<file path="src/rtl/tccw_pkg.sv">
// Shared types, sizes and character codes for the text console cursor writer.
package tccw_pkg;

  // Screen geometry and tab stops.
  localparam int SCREEN_COLUMNS = 80;
  localparam int SCREEN_ROWS    = 25;
  localparam int TAB_WIDTH      = 8;

  // Widths of the cursor, the cell index and the byte address.
  localparam int COL_W  = 7;
  localparam int ROW_W  = 5;
  localparam int IDX_W  = 12;
  localparam int ADDR_W = 32;

  // Base address after reset.
  localparam logic [ADDR_W-1:0] BASE_RESET = 32'h000B_8000;

  // Control characters.
  localparam logic [7:0] CH_NUL   = 8'h00;
  localparam logic [7:0] CH_BS    = 8'h08;
  localparam logic [7:0] CH_TAB   = 8'h09;
  localparam logic [7:0] CH_LF    = 8'h0A;
  localparam logic [7:0] CH_CR    = 8'h0D;
  localparam logic [7:0] CH_SPACE = 8'h20;

  // One input word: a character and its attribute.
  typedef struct packed {
    logic [7:0] char_code;
    logic [7:0] attribute;
  } char_word_t;

  // One output word: a video-memory write command.
  typedef struct packed {
    logic              write_valid;
    logic [ADDR_W-1:0] cell_byte_address;
    logic [7:0]        cell_char;
    logic [7:0]        cell_attribute;
    logic              line_advanced;
  } cmd_word_t;

endpackage

</file>
<file path="src/rtl/tccw_cursor.sv">
// Cursor registers and the per-character update and address logic.
module tccw_cursor
  import tccw_pkg::*;
(
  input  logic              clk,
  input  logic              rst,
  input  logic              step,
  input  char_word_t        item,
  input  logic [ADDR_W-1:0] base,
  output cmd_word_t         result
);

  logic [COL_W-1:0] col;
  logic [ROW_W-1:0] row;
  logic [COL_W-1:0] col_next;
  logic [ROW_W-1:0] row_next;
  logic [ROW_W-1:0] row_inc;
  logic [COL_W:0]   tab_col;
  logic [COL_W-1:0] wr_col;
  logic [ROW_W-1:0] wr_row;
  logic [IDX_W-1:0] cell_idx;
  logic             wr;
  logic             adv;
  logic [7:0]       wr_char;

  // Row after a line advance, wrapping at the bottom of the screen.
  assign row_inc = (row == ROW_W'(SCREEN_ROWS - 1)) ? '0 : row + 1'b1;

  // Next tab stop; the remainder is a mask since the tab width is a power of two.
  assign tab_col = {1'b0, col} + (COL_W+1)'(TAB_WIDTH)
                 - {1'b0, col % COL_W'(TAB_WIDTH)};

  // Decode the character and work out the new cursor and the cell to write.
  always_comb begin
    col_next = col;
    row_next = row;
    wr_col   = col;
    wr_row   = row;
    wr       = 1'b0;
    adv      = 1'b0;
    wr_char  = item.char_code;
    case (item.char_code)
      CH_NUL: begin
      end
      CH_LF: begin
        col_next = '0;
        row_next = row_inc;
        adv      = 1'b1;
      end
      CH_CR: begin
        col_next = '0;
      end
      CH_BS: begin
        if (col != '0 || row != '0) begin
          if (col == '0) begin
            col_next = COL_W'(SCREEN_COLUMNS - 1);
            row_next = row - 1'b1;
          end else begin
            col_next = col - 1'b1;
          end
          wr_col  = col_next;
          wr_row  = row_next;
          wr      = 1'b1;
          wr_char = CH_SPACE;
        end
      end
      CH_TAB: begin
        if (tab_col >= (COL_W+1)'(SCREEN_COLUMNS)) begin
          col_next = '0;
          row_next = row_inc;
          adv      = 1'b1;
        end else begin
          col_next = tab_col[COL_W-1:0];
        end
      end
      default: begin
        wr = 1'b1;
        if (col == COL_W'(SCREEN_COLUMNS - 1)) begin
          col_next = '0;
          row_next = row_inc;
          adv      = 1'b1;
        end else begin
          col_next = col + 1'b1;
        end
      end
    endcase
  end

  // Cell index and byte address of the written cell.
  assign cell_idx = IDX_W'(wr_row) * IDX_W'(SCREEN_COLUMNS) + IDX_W'(wr_col);

  // Write fields of a word with no write are zero; line_advanced still shows adv.
  always_comb begin
    result.write_valid       = wr;
    result.cell_byte_address = wr ? base + ADDR_W'({cell_idx, 1'b0}) : '0;
    result.cell_char         = wr ? wr_char : '0;
    result.cell_attribute    = wr ? item.attribute : '0;
    result.line_advanced     = adv;
  end

  // Cursor registers move once per character taken.
  always_ff @(posedge clk) begin
    if (rst) begin
      col <= '0;
      row <= '0;
    end else if (step) begin
      col <= col_next;
      row <= row_next;
    end
  end

endmodule

</file>
<file path="src/rtl/text_console_cursor_writer_top.sv">
// Top level: input register, cursor unit, output register and base register.
//
// Channels. Character words (char_code, attribute) enter on char_valid /
// char_stall / char_word and are taken at an edge with valid high and stall
// low. Each word yields exactly one command word on cmd_valid / cmd_stall /
// cmd_word: a video-memory write (write_valid, cell_byte_address, cell_char,
// cell_attribute) and the line_advanced flag. The base address of cell 0 is
// written through cfg_valid / cfg_ready / cfg_data, by the user only while no
// word is in flight (not enforced by the block); cfg_ready is always high.
//
// Pipeline. A taken word is registered in the input register. From there the
// cursor unit computes the command, and the command is registered in the output
// register at the same edge that updates column and row. One word is taken every
// cycle while the receiver does not stall.
//
// Reset clears both stages, puts the cursor at column 0, row 0 and loads the
// base address 0xB8000. When the receiver stalls, the command holds and the
// input register keeps one more word; char_stall rises once both are full.
module text_console_cursor_writer_top
  import tccw_pkg::*;
(
  input  logic              clk,
  input  logic              rst,
  input  logic              char_valid,
  output logic              char_stall,
  input  char_word_t        char_word,
  output logic              cmd_valid,
  input  logic              cmd_stall,
  output cmd_word_t         cmd_word,
  input  logic              cfg_valid,
  output logic              cfg_ready,
  input  logic [ADDR_W-1:0] cfg_data
);

  logic              s1_valid;
  char_word_t        s1_word;
  logic              out_adv;
  logic              s1_adv;
  logic [ADDR_W-1:0] base;
  cmd_word_t         result;

  // Stage enables: the output moves when empty or taken, the input follows.
  assign out_adv    = !cmd_valid || !cmd_stall;
  assign s1_adv     = !s1_valid || out_adv;
  assign char_stall = !s1_adv;
  assign cfg_ready  = 1'b1;

  // Base address register.
  always_ff @(posedge clk) begin
    if (rst) begin
      base <= BASE_RESET;
    end else if (cfg_valid && cfg_ready) begin
      base <= cfg_data;
    end
  end

  // Input register.
  always_ff @(posedge clk) begin
    if (rst) begin
      s1_valid <= 1'b0;
    end else if (s1_adv) begin
      s1_valid <= char_valid;
    end
  end

  always_ff @(posedge clk) begin
    if (s1_adv && char_valid) begin
      s1_word <= char_word;
    end
  end

  // Cursor update and command formation.
  tccw_cursor u_cursor (
    .clk    (clk),
    .rst    (rst),
    .step   (s1_valid && out_adv),
    .item   (s1_word),
    .base   (base),
    .result (result)
  );

  // Output register.
  always_ff @(posedge clk) begin
    if (rst) begin
      cmd_valid <= 1'b0;
    end else if (out_adv) begin
      cmd_valid <= s1_valid;
    end
  end

  always_ff @(posedge clk) begin
    if (out_adv && s1_valid) begin
      cmd_word <= result;
    end
  end

endmodule
</file>
<file path="config.mk">
export PLATFORM = sky130hd
export DESIGN_NAME = text_console_cursor_writer_top
export DESIGN_NICKNAME = d
export VERILOG_FILES = /design/src/rtl/tccw_pkg.sv /design/src/rtl/tccw_cursor.sv /design/src/rtl/text_console_cursor_writer_top.sv
export SDC_FILE = /design/constraint.sdc
export NUM_CORES = 1
export LEC_CHECK = 0
export ABC_AREA = 1
export BUFFER_PORTS_ARGS = -buffer_cell sky130_fd_sc_hd__buf_2
export CAP_MARGIN = 20
export CORE_ASPECT_RATIO = 1.75
export CORE_MARGIN = 2
export CORE_UTILIZATION = 45
export CTS_CLUSTER_SIZE = 14
export DETAILED_ROUTE_END_ITERATION = 10
export PLACE_DENSITY = 0.77
export SYNTH_ARGS = -nofsm -noshare
export SYNTH_HDL_FRONTEND = slang
export SYNTH_SLANG_ARGS = --single-unit
</file>
<file path="constraint.sdc">
create_clock -name clk -period 10.2 [get_ports clk]
set_input_delay 2.04 -clock clk [delete_from_list [all_inputs] [get_ports clk]]
set_output_delay 2.04 -clock clk [all_outputs]
set_load 0.005 [all_outputs]
</file>
==> reports/results.txt <==
Worst Setup Path Type: flip-flop to flip-flop
Multi-input gate area: 3350 µm²
Skew-Pair Late Insertion Delay: 0.36 ns
Library cells used by synthesis: 40
H-tree levels: 3
Finished Layout Cells: 1184
Vias in the first global route: 5772
Sequential fraction of the synthesis area: 42.3%
Relative slew margins: 32.4%
TNS Setup: 0 ns
Tcrit/Tclk final: 49.5%
Top cells by area, synth: edfxtp_1, dfxtp_1, nand2_1
Hold Vio Cnt, Final: 0
Final setup vio count: 0
Max-cap violations: 0
Root Buffer Master: clkbuf_16
CTS buffer count: 9
CTS tree: yes
GPL Wtd Cong: 0.963
Die X: 97.3 µm
Power Total: 1.07 mW
Final HPWL DP: 13600 µm
Syn Area/Cell: 7.64 µm²
Cts hold-fix bufs: 0
Post-CTS sizing: 0
Setup crit start kind: flip-flop
Register Area: 2900 µm²
Full die area: 16300 µm²
Clk pwr share: 35.8%
Hold path cells: 0
CP Max Fanout: 9
Crit-path slowest cell: fa_1
Critical path's largest stage delay: 0.39 ns
Overall routed net length: 17700 µm
DRT iter0 DRCs: 306
#FFs+latches synth: 112
Placed cells: 1167
Post-CTS Setup Inserts: 0
P&R area growth vs syn: 14.2%
Cells after synthesis: 897
Via count: 6016
Post-synth net total: 988
Synth warn: 0
Most common cell type on the critical path: nand2_1
Share of cells above drive strength 1: 18.4%
Post-route DRC: 0
Sw power: 302 µW
DR vias/cell: 5.08
Core Rows: 59
Crit path time final: 5.05 ns
Initial cell density of the core: 46.0%
Worst EP required: 10.29 ns
Setup repair after global routing missed its margin: no
Worst-path clk slew: 0.08 ns
Per-cell routed wire length: 14.9 µm
Hold Crit Class: flip-flop to flip-flop
# clock sinks: 112
Comb pwr share: 14.8%
Switching share of power: 28.3%
Status: complete, no violations
Met2 Use GR: 41.9%
Drt pass-1 iters: 5
Critical path's top delay family: simple AND/OR/NAND/NOR gates
Area leader, netlist: edfxtp_1
R2r worst-path depth: 29
GR peak layer: met2
Fill count: 1443
Crit path DAT: 5.14 ns
GRT met1 Usage: 21.9%
Detail Route Antenna Nets: 0
Fmax achieved: 0.198 GHz
Seq pwr share: 49.4%
Tightest Pin Transition: 1.01 ns
Worst setup EP type: flip-flop
Crit path depth: 29
First-pass GRT wire length: 28100 µm
Largest net degree at the start of global routing: 53
Clk_skew: 0.0129 ns
VDD IR-drop max: 0.0848 mV
Leakage: 3.84 nW
Synth Cell Area: 6860 µm²
Buf/Inv on CP: 5
Int Power: 765 µW
Final Max Slew Viols: 0
Clk buf depth: 2
IO Pins: 106
Port Buffers: 104
Final hold slack: 0.456 ns
Synth top area share: 28.9%
Die Y: 167 µm
Core area: 14900 µm²
GRT Overall Usage: 21.7%
Final #Nets: 1086
Routing usage on met3: 2.67%
Pwr dens: 136 nW/µm²
Total gr overflow: 0
Initial antenna violation count: 1
[per-layer routing]
metal	routed length (µm)	vias to the layer above
li1	-	3107
met1	6360	2711
met2	9790	150
met3	586	48
met4	918	0
met5	0	-
[area by class of cell]
class / count / area share [%]
multi-input cells: 637 / 42.8
flip-flops and latches: 112 / 37.1
repair buffers: 106 / 6.84
inverters: 129 / 6.25
well taps: 183 / 2.92
clock buffers: 9 / 2.88
clock inverters: 7 / 1.26
diodes: 1 / 0.0320
[cell usage after synthesis (all sizes together)]
master,instances
nor3,12
xor2,10
nor3b,2
nand3b,1
conb,1
nand4,17
a21boi,3
ha,35
nand3,72
o21ai,57
dfxtp,46
and2,1
o211ai,5
nor4,1
a21oi,45
xnor2,4
fa,3
nor2,132
buf,7
inv,127
a31oi,2
or2,1
clkbuf,12
edfxtp,66
o21bai,2
clkinv,2
nand2,231
[cell usage in the layout, fill, tap and decap left out, drive strengths merged]
master | synthesis | routed
conb | 1 | 1
clkinvlp | 0 | 1
a31oi | 2 | 2
a21boi | 3 | 3
nor2 | 132 | 132
nor3 | 12 | 12
nand4 | 17 | 17
xnor2 | 4 | 4
o21ai | 57 | 57
fa | 3 | 3
bufinv | 0 | 1
inv | 127 | 130
xor2 | 10 | 10
nand3b | 1 | 1
clkbuf | 12 | 9
o211ai | 5 | 5
nor3b | 2 | 2
nand2 | 231 | 231
nor4 | 1 | 1
and2 | 1 | 1
a21oi | 45 | 45
edfxtp | 66 | 66
nand3 | 72 | 72
ha | 35 | 35
or2 | 1 | 1
dfxtp | 46 | 46
o21bai | 2 | 2
diode | 0 | 1
clkinv | 2 | 4
buf | 7 | 106
[logic make-up after synthesis]
kind of cell               share of synthesized area [%]
AOI/OAI and AO/OA                                   8.72
xor gates and xnor gates                            1.79
adders and majority gates                           7.26
buffers and inverters                               8.83
DFF                                                 42.3
other                                             0.0547
and+or+nand+nor                                     31.0
[sequential cells by signal, summed over array words and instances, names as in the netlist]
signal	cells
cmd_word	50
base	32
s1_valid	1
u_cursor.row	5
cmd_valid	1
u_cursor.col	7
s1_word	16
[power by group through the flow]
stage / clock network (mW) / logic (mW) / registers [mW]
2_1_floorplan: 0 / 0.107 / 0.534
3_3_place_gp: 0 / 0.155 / 0.537
3_5_place_dp: 0 / 0.157 / 0.537
4_1_cts: 0.385 / 0.158 / 0.527
5_1_grt: 0.404 / 0.178 / 0.530
6_report: 0.382 / 0.158 / 0.527
[metrics by stage]
stage	utilization (%)	worst slack [ns]	instance area (µm²)
finish	52.5	5.15	7830
CTS	52.5	5.21	7830
global route	52.5	4.66	7830
floorplan	-	5.92	6860
global placement	50.3	5.39	7500
detailed placement	50.3	5.25	7500
[worst paths after layout]
kind,slack [ns],end,start
worst max-delay path,5.15,cmd_word[48],u_cursor.col[4]
worst min-delay path,0.46,cmd_word[16],s1_word[15]
worst max register to register,5.15,cmd_word[48],u_cursor.col[4]
worst min register to register,0.46,cmd_word[16],s1_word[15]
Power figures use the tool's default switching activity.
